$ cat src/design/assert_macros.svh
// shared assertion macros, clocked on clk and held off while rst_n is low
`ifndef ASSERT_MACROS_SVH
`define ASSERT_MACROS_SVH

// cons must hold in the same cycle as ante
`define ASSERT_IMP(label, ante, cons) \
    label: assert property (@(posedge clk) disable iff (!rst_n) (ante) |-> (cons)) \
        else $error("assertion failed");

// cons must hold in the cycle after ante
`define ASSERT_NXT(label, ante, cons) \
    label: assert property (@(posedge clk) disable iff (!rst_n) (ante) |=> (cons)) \
        else $error("assertion failed");

// cond holds at every edge
`define ASSERT_ALW(label, cond) `ASSERT_IMP(label, 1'b1, cond)

`endif

$ cat src/design/tcw_pkg.sv
package tcw_pkg;

    localparam int LOC_W  = 11;
    localparam int CELL_W = 16;
    localparam int BYTE_W = 8;
    localparam int OP_W   = 2;

    typedef enum logic [OP_W-1:0] {
        OP_PUT   = 2'd0,
        OP_CLEAR = 2'd1,
        OP_SET   = 2'd2,
        OP_READ  = 2'd3
    } op_t;

    localparam logic [BYTE_W-1:0] CH_BACKSPACE = 8'h08;
    localparam logic [BYTE_W-1:0] CH_TAB       = 8'h09;
    localparam logic [BYTE_W-1:0] CH_LF        = 8'h0A;
    localparam logic [BYTE_W-1:0] CH_CR        = 8'h0D;
    localparam logic [BYTE_W-1:0] CH_SPACE     = 8'h20;

    localparam logic [CELL_W-1:0] BLANK_CELL        = 16'h0F20;
    localparam logic [BYTE_W-1:0] DEFAULT_COLOR_RST = 8'h0F;

    // tab stops every 2**TAB_STOP_W columns
    localparam int TAB_STOP_W = 3;

    typedef struct packed {
        logic put;
        logic scroll;
        logic clear;
        logic read;
    } seq_cmd_t;

endpackage

$ cat src/design/tcw_cursor.sv
`include "assert_macros.svh"

module tcw_cursor import tcw_pkg::*; #(
    parameter int COLUMNS = 80,
    parameter int ROWS    = 25,
    localparam int ADDR_W = $clog2(COLUMNS * ROWS)
) (
    input  logic              clk,
    input  logic              rst_n,
    input  logic              accept,
    input  logic [OP_W-1:0]   op,
    input  logic [BYTE_W-1:0] character,
    input  logic [BYTE_W-1:0] column,
    input  logic [BYTE_W-1:0] row,
    output seq_cmd_t          cmd,
    output logic [ADDR_W-1:0] put_addr,
    output logic [ADDR_W-1:0] read_addr,
    output logic [LOC_W-1:0]  loc_now,
    output logic [LOC_W-1:0]  loc_next
);

    localparam int COL_W = $clog2(COLUMNS);
    localparam int ROW_W = $clog2(ROWS);
    localparam int CX_W  = COL_W + 1;
    localparam int RX_W  = ROW_W + 1;

    logic [COL_W-1:0] col_reg, col_next;
    logic [ROW_W-1:0] row_reg, row_next;

    logic [CX_W-1:0]  col_ext, col_step, tab_sum;
    logic             row_inc, put_char, wrap, last_row, scroll;
    logic [COL_W-1:0] put_col;
    logic [ROW_W-1:0] put_row;
    logic [COL_W-1:0] col_clamp;
    logic [ROW_W-1:0] row_clamp;
    logic [ADDR_W-1:0] cur_addr, next_addr;

    // put-character cursor movement
    always_comb
    begin
        col_ext  = {1'b0, col_reg};
        tab_sum  = col_ext + CX_W'(1 << TAB_STOP_W);
        col_step = col_ext;
        row_inc  = 1'b0;
        put_char = 1'b0;
        case (character)
            CH_BACKSPACE:
            begin
                if (col_reg != '0)
                begin
                    col_step = col_ext - CX_W'(1);
                end
            end
            CH_TAB:
            begin
                col_step = {tab_sum[CX_W-1:TAB_STOP_W], {TAB_STOP_W{1'b0}}};
            end
            CH_CR:
            begin
                col_step = '0;
            end
            CH_LF:
            begin
                col_step = '0;
                row_inc  = 1'b1;
            end
            default:
            begin
                // bytes 0x20 to 0x7f only, top-bit bytes are dropped
                if (character >= CH_SPACE && !character[BYTE_W-1])
                begin
                    put_char = 1'b1;
                    col_step = col_ext + CX_W'(1);
                end
            end
        endcase
        wrap = col_step >= CX_W'(COLUMNS);
        if (wrap)
        begin
            row_inc = 1'b1;
        end
        last_row = row_reg == ROW_W'(ROWS - 1);
        scroll   = row_inc && last_row;
        put_col  = wrap ? '0 : col_step[COL_W-1:0];
        put_row  = (row_inc && !last_row) ? row_reg + ROW_W'(1) : row_reg;
    end

    assign col_clamp = (column > BYTE_W'(COLUMNS - 1)) ? COL_W'(COLUMNS - 1)
                                                       : column[COL_W-1:0];
    assign row_clamp = (row > BYTE_W'(ROWS - 1)) ? ROW_W'(ROWS - 1) : row[ROW_W-1:0];

    always_comb
    begin
        col_next = col_reg;
        row_next = row_reg;
        cmd      = '0;
        case (op)
            OP_PUT:
            begin
                col_next   = put_col;
                row_next   = put_row;
                cmd.put    = accept && put_char;
                cmd.scroll = accept && scroll;
            end
            OP_CLEAR:
            begin
                col_next  = '0;
                row_next  = '0;
                cmd.clear = accept;
            end
            OP_SET:
            begin
                col_next = col_clamp;
                row_next = row_clamp;
            end
            OP_READ:
            begin
                cmd.read = accept;
            end
            default:
            begin
                col_next = col_reg;
            end
        endcase
    end

    always_ff @(posedge clk or negedge rst_n)
    begin
        if (!rst_n)
        begin
            col_reg <= '0;
            row_reg <= '0;
        end
        else if (accept)
        begin
            col_reg <= col_next;
            row_reg <= row_next;
        end
    end

    assign cur_addr  = ADDR_W'(row_reg) * ADDR_W'(COLUMNS) + ADDR_W'(col_reg);
    assign next_addr = ADDR_W'(row_next) * ADDR_W'(COLUMNS) + ADDR_W'(col_next);
    assign read_addr = ADDR_W'(row_clamp) * ADDR_W'(COLUMNS) + ADDR_W'(col_clamp);
    assign put_addr  = cur_addr;
    assign loc_now   = LOC_W'(cur_addr);
    assign loc_next  = LOC_W'(next_addr);

    `ASSERT_ALW(cursor_in_range, ({1'b0, col_reg} < CX_W'(COLUMNS)) && ({1'b0, row_reg} < RX_W'(ROWS)))

endmodule

$ cat config.mk
export PLATFORM = sky130hd
export DESIGN_NAME = tcw_cursor
export DESIGN_NICKNAME = d
export VERILOG_FILES = /design/src/design/tcw_pkg.sv /design/src/design/tcw_cursor.sv
export VERILOG_INCLUDE_DIRS = /design/src /design/src/design
export SDC_FILE = /design/constraint.sdc
export NUM_CORES = 1
export LEC_CHECK = 0
export ABC_AREA = 1
export BUFFER_PORTS_ARGS = -buffer_cell sky130_fd_sc_hd__buf_2
export CAP_MARGIN = 20
export CORE_MARGIN = 2
export CORE_UTILIZATION = 50
export DETAILED_ROUTE_END_ITERATION = 6
export HOLD_SLACK_MARGIN = 0.03
export PLACE_DENSITY = 0.84
export SLEW_MARGIN = 20
export SYNTH_ARGS = -nofsm -noshare
export SYNTH_HDL_FRONTEND = slang
export SYNTH_SLANG_ARGS = --single-unit
$ cat constraint.sdc
create_clock -name clk -period 6.8 [get_ports clk]
set_input_delay 1.36 -clock clk [delete_from_list [all_inputs] [get_ports clk]]
set_output_delay 1.36 -clock clk [all_outputs]
set_load 0.03 [all_outputs]
# --- Word level (Yosys, flattened, before mapping) ---
# Cells that the tools add are included.
op_classes:
  multipliers: 3
  n_eq_ne: 8
  shift: 0
  order_cmp: 4
  bitwise: 0
  div: 0
  n_reduce_logical: 11
  mux: 16
  n_addsub: 7
op_table:
  columns: ["cell", "count"]
  rows:
  - ["$add 11x7->11", 3]
  - ["$eq 8x4->1 const B", 4]
  - ["$pmux 8 s3", 1]
  - ["$mul 5x3->7 const B", 3]
  - ["$pmux 7 s3", 1]
  - ["$mux 8", 2]
  - ["$pmux 5 s3", 1]
  - ["$mux 7", 2]
  - ["$mux 5", 2]
  - ["$add 7x1->8 const B", 1]
  - ["$add 7x4->8 const B", 1]
  - ["$ge 8x6->1 const B", 1]
  - ["$ge 8x7->1 const B", 1]
  - ["$gt 8x5->1 const B", 1]
  - ["$gt 8x7->1 const B", 1]
  - ["$sub 7x1->8 const B", 1]
  - ["$reduce_bool 7->1", 1]
  - ["$mux 1", 6]
  - ["$add 5x1->5 const B", 1]
  - ["$eq 5x5->1 const B", 1]
  - ["$logic_and 1x1->1", 5]
  - ["$eq 2x2->1 const B", 2]
  - ["$reduce_or 4->1", 1]
  - ["$eq 2x1->1 const B", 1]
  - ["other kinds (4)", 5]
word_totals:
  mem_bits_ro: 0
  n_memories: 0
  inputBits: 29
  wordCells: 51
  ram_bits: 0
  latch_bits: 0
  ff_bits: 12

# --- Longest topological paths before layout ---
logic_depth:
  depth_word: 11
  mapped_depth: 26
  mapped_depth_nobuf: 25

# --- Worst setup path after synthesis ---
# Ideal clock, no wire load.
synth_path:
  kind: "in2out"
  startpoint: "in character[7]"
  endpoint: "out loc_next[10]"
  stages: 24
  t_arrival_ns: 4.436
  setup_slack_ns: 1.004
  path_cell_list: "inv_2 nand2_2 nor2_8 nand2_2 nor2_2 nand2_1 nand3_2 nand2_2 nor2_4 nand2_4 nand3_4 nand2_4 nand2_1 nand3_1 a21boi_1 ha_1 ha_1 fa_1 xnor2_1 nor2_1 nand2_1 xor2_1 nand3_1 nand2_1"
synth_between:
  elab_chain_len: 11
  elab_cells_between_ends: 20
synth_lines:
  columns: ["element", "line_no", "text"]
  rows:
  - ["from (decl)", "tcw_cursor.sv:12", "input logic [BYTE_W-1:0] character,"]
  - ["$ge 8x6->1 or $logic_not 1->1 (tied branches)", "tcw_cursor.sv:70", "if (character >= CH_SPACE && !character[BYTE_W-1])"]
  - ["$logic_and 1x1->1", "tcw_cursor.sv:70", null]
  - ["$mux 8", "tcw_cursor.sv:70", null]
  - ["$pmux 8 s3", "tcw_cursor.sv:46", "case (character)"]
  - ["$ge 8x7->1", "tcw_cursor.sv:77", "wrap = col_step >= CX_W'(COLUMNS);"]
  - ["$mux 1 *", "tcw_cursor.sv:78", "if (wrap)"]
  - ["$logic_and 1x1->1 *", "tcw_cursor.sv:85", "put_row = (row_inc && !last_row) ? row_reg + ROW_W'(1) : row_reg;"]
  - ["$mux 5 *", "tcw_cursor.sv:85", null]
  - ["$pmux 5 s3 *", "tcw_cursor.sv:97", "case (op)"]
  - ["net row_next[1]", "tcw_cursor.sv:28", "logic [ROW_W-1:0] row_reg, row_next;"]
  - ["$mul 5x3->7 *", "tcw_cursor.sv:142", "assign next_addr = ADDR_W'(row_next) * ADDR_W'(COLUMNS) + ADDR_W'(col_next);"]
  - ["$add 11x7->11 *", "tcw_cursor.sv:142", null]
  - ["to (decl)", "tcw_cursor.sv:19", "output logic [LOC_W-1:0] loc_next"]
# Mark *: on every way through the listed nets, which the timed path passes. The rest lies on a longest branch.

# --- Worst setup path after layout ---
# Ends and elaborated chain as after synthesis.

==> flow_summary.toml <==
[status]
status = "finished, final reports clean"

[yosys]
syn_nets = 491
synth_area_mm2 = 0.002904
syn_avg_cell_area_um2 = 6.882
synth_top_area_share = 0.1465
ys_top_cells_by_area = "ha_1, nand2_1, dfrtp_1"
synth_seq_cells = 12
netlist_instances = 422
dominantRegCellSynth = "dfrtp_1"
async_flop_share = 1.000
ys_warn_count = 0
synth_area_leader_cell = "ha_1"
yosysSeqAreaShare = 0.1034
synth-edff-count = 0
ys_types = 39

[sta]
fin_crit_ps = 6234
skew_ps = 0.4813
hold_violations = 0
slew_violations = 0
hold_slack_ps = 604.4
fin_crit_sh = 0.9168
rsz0062_at_grt = "false"
max_slew_margin = 0.6496
fmax_mhz = 160.4
fin_ws_ps = 565.7
worst_pin_slew_ps = 523.7
final.setup.tns_ps = 0
setup_viol_count_final = 0

[clock_network]
ctsResizeCount = 0
clock_path_buffers = 2
cts-htree-levels = 1
numCtsBuffers = 3
ctsHoldBuffers = 0
postCtsSetupBuffers = 0
clkTransAtPathRegs_ps = 50
cts_tree = "built"
clock_sinks = 12
cts-root-buf = "clkbuf_8"
insertion_delay_ps = 250

[worst_hold_path]
hold_class = "reg2reg"

[global_route]
grt_pass1_wl_um = 11800
grtUsageTotal = 0.2271
grt_overflow = 0
antenna_found_initial = 0
grt_pass1_vias = 2650
grt_max_degree = 17

[pwr]
powerDensity_mw_per_mm2 = 185.7
vdd_drop_max_mv = 0.1457
p_leak_nw = 1.857

[layout]
area.growth.synth_to_final_pct = 11.07
layout_commonest_cell = "nand2_1"
mostFrequentLayoutCells = "nand2_1, buf_2, inv_1, nand3_1, ha_1"
design_area_mm2 = 0.003226
largest_reg_flops = 7
fill_cells = 561
utilization = 0.5787
finalNetCount = 546
drive_above_1_share = 0.2842
diodes = 0

[floorplan]
start_util = 0.5210
std_cell_rows = 27
ioPinCount = 77
die_x_um = 80.21
die-area_mm2 = 0.006434
die_h_um = 80.21
core_region_area_mm2 = 0.005574

[placed_design]
port_buffers = 76
place_ws_ps = 577.3
dp_hpwl_um = 5762
gp_congestion = 0.9196
place_area_mm2 = 0.003184

[drt]
vias_per_cell = 5.115
ant_nets = 0
drt-initial-drc-count = 149
drt_first_pass_iters = 5
vias = 2798
wl_per_cell_um = 12.72
drt_wl_total_um = 6958
route.detailed.drc = 0

[critical_path]
end_kind = "output port"
critical_path_required_ps = 5440
worstSetupStartpointType = "primary input"
arrival_ps = 4870
crit_type = "in2out"
worst-path-max-fanout = 7

[flow_run]
drv_cap = 0
[worst max-delay path: stages]
cell      delay (ps)
buf_2            110
inv_2             70
nand2_2           80
nor2_8           150
nand2_2           60
nor2_2           160
nand2_1           90
nand3_2           90
nand2_2           60
nor2_4           100
nand2_4           70
nand3_4          100
nand2_4           80
nand2_1           80
nand3_1           90
a21boi_1         330
ha_1             300
ha_1             230
fa_1             380
xnor2_1          220
nor2_1            60
nand2_1           70
xor2_1           170
nand3_1           90
nand2_1           70
buf_2            190
[synthesized netlist by cell type, drive strengths merged (6+ instances only)]
library cell,instances
fa,6
o21ai,19
xor2,23
nand3,41
inv,61
xnor2,7
ha,34
a22oi,6
dfrtp,12
nand2,116
nor2,41
a21oi,7
buf,24
[layer usage]
metal,part of all wire,GRT usage
met1,0.46,0.2967
met2,0.45,0.3883
met4,0.013,0.05763
met5,0,0
met3,0.080,0.03596
[report_power, final]
group / total (mW) / switching (mW) / internal, mW
registers: 0.105 / 0.0251 / 0.0804
logic: 0.426 / 0.293 / 0.133
clock network: 0.0673 / 0.0281 / 0.0392
[final timing paths]
kind,to,from,slack (ps),cells after the start
max reg2reg,col_reg[6],col_reg[4],4310,15
min in group asynchronous,row_reg[4],rst_n,990,1
max in group asynchronous,col_reg[3],rst_n,5570,1
min reg2reg,row_reg[1],row_reg[1],600,2
min,row_reg[1],row_reg[1],600,2
max,loc_next[10],character[7],570,26
[metrics by stage]
stage	std cells	power [mW]
finish	547	0.5991
global placement	544	0.5238
CTS	547	0.6007
detailed placement	544	0.5310
floorplan	422	0.4633
global route	547	0.6485
[cells by family after synthesis]
kind of cell,after synthesis,share of synthesized area
AO/OA/AOI/OAI,42,0.09221
AND/OR/NAND/NOR,210,0.3804
adder cells (fa/ha/maj),40,0.1879
buffers and inverters,88,0.1456
XOR/XNOR,30,0.09048
flip-flops,12,0.1034
[layout make-up]
| cell class | instances | area [um^2] | area share |
|---|---|---|---|
| multi-input cells | 322 | 2181 | 0.6761 |
| flip-flops and latches | 12 | 300.3 | 0.09310 |
| repair buffers | 76 | 380.4 | 0.1179 |
| clock buffers | 3 | 41.29 | 0.01280 |
| inverters | 62 | 232.7 | 0.07215 |
| well taps | 72 | 90.09 | 0.02793 |
Power figures use the tool's default switching activity.
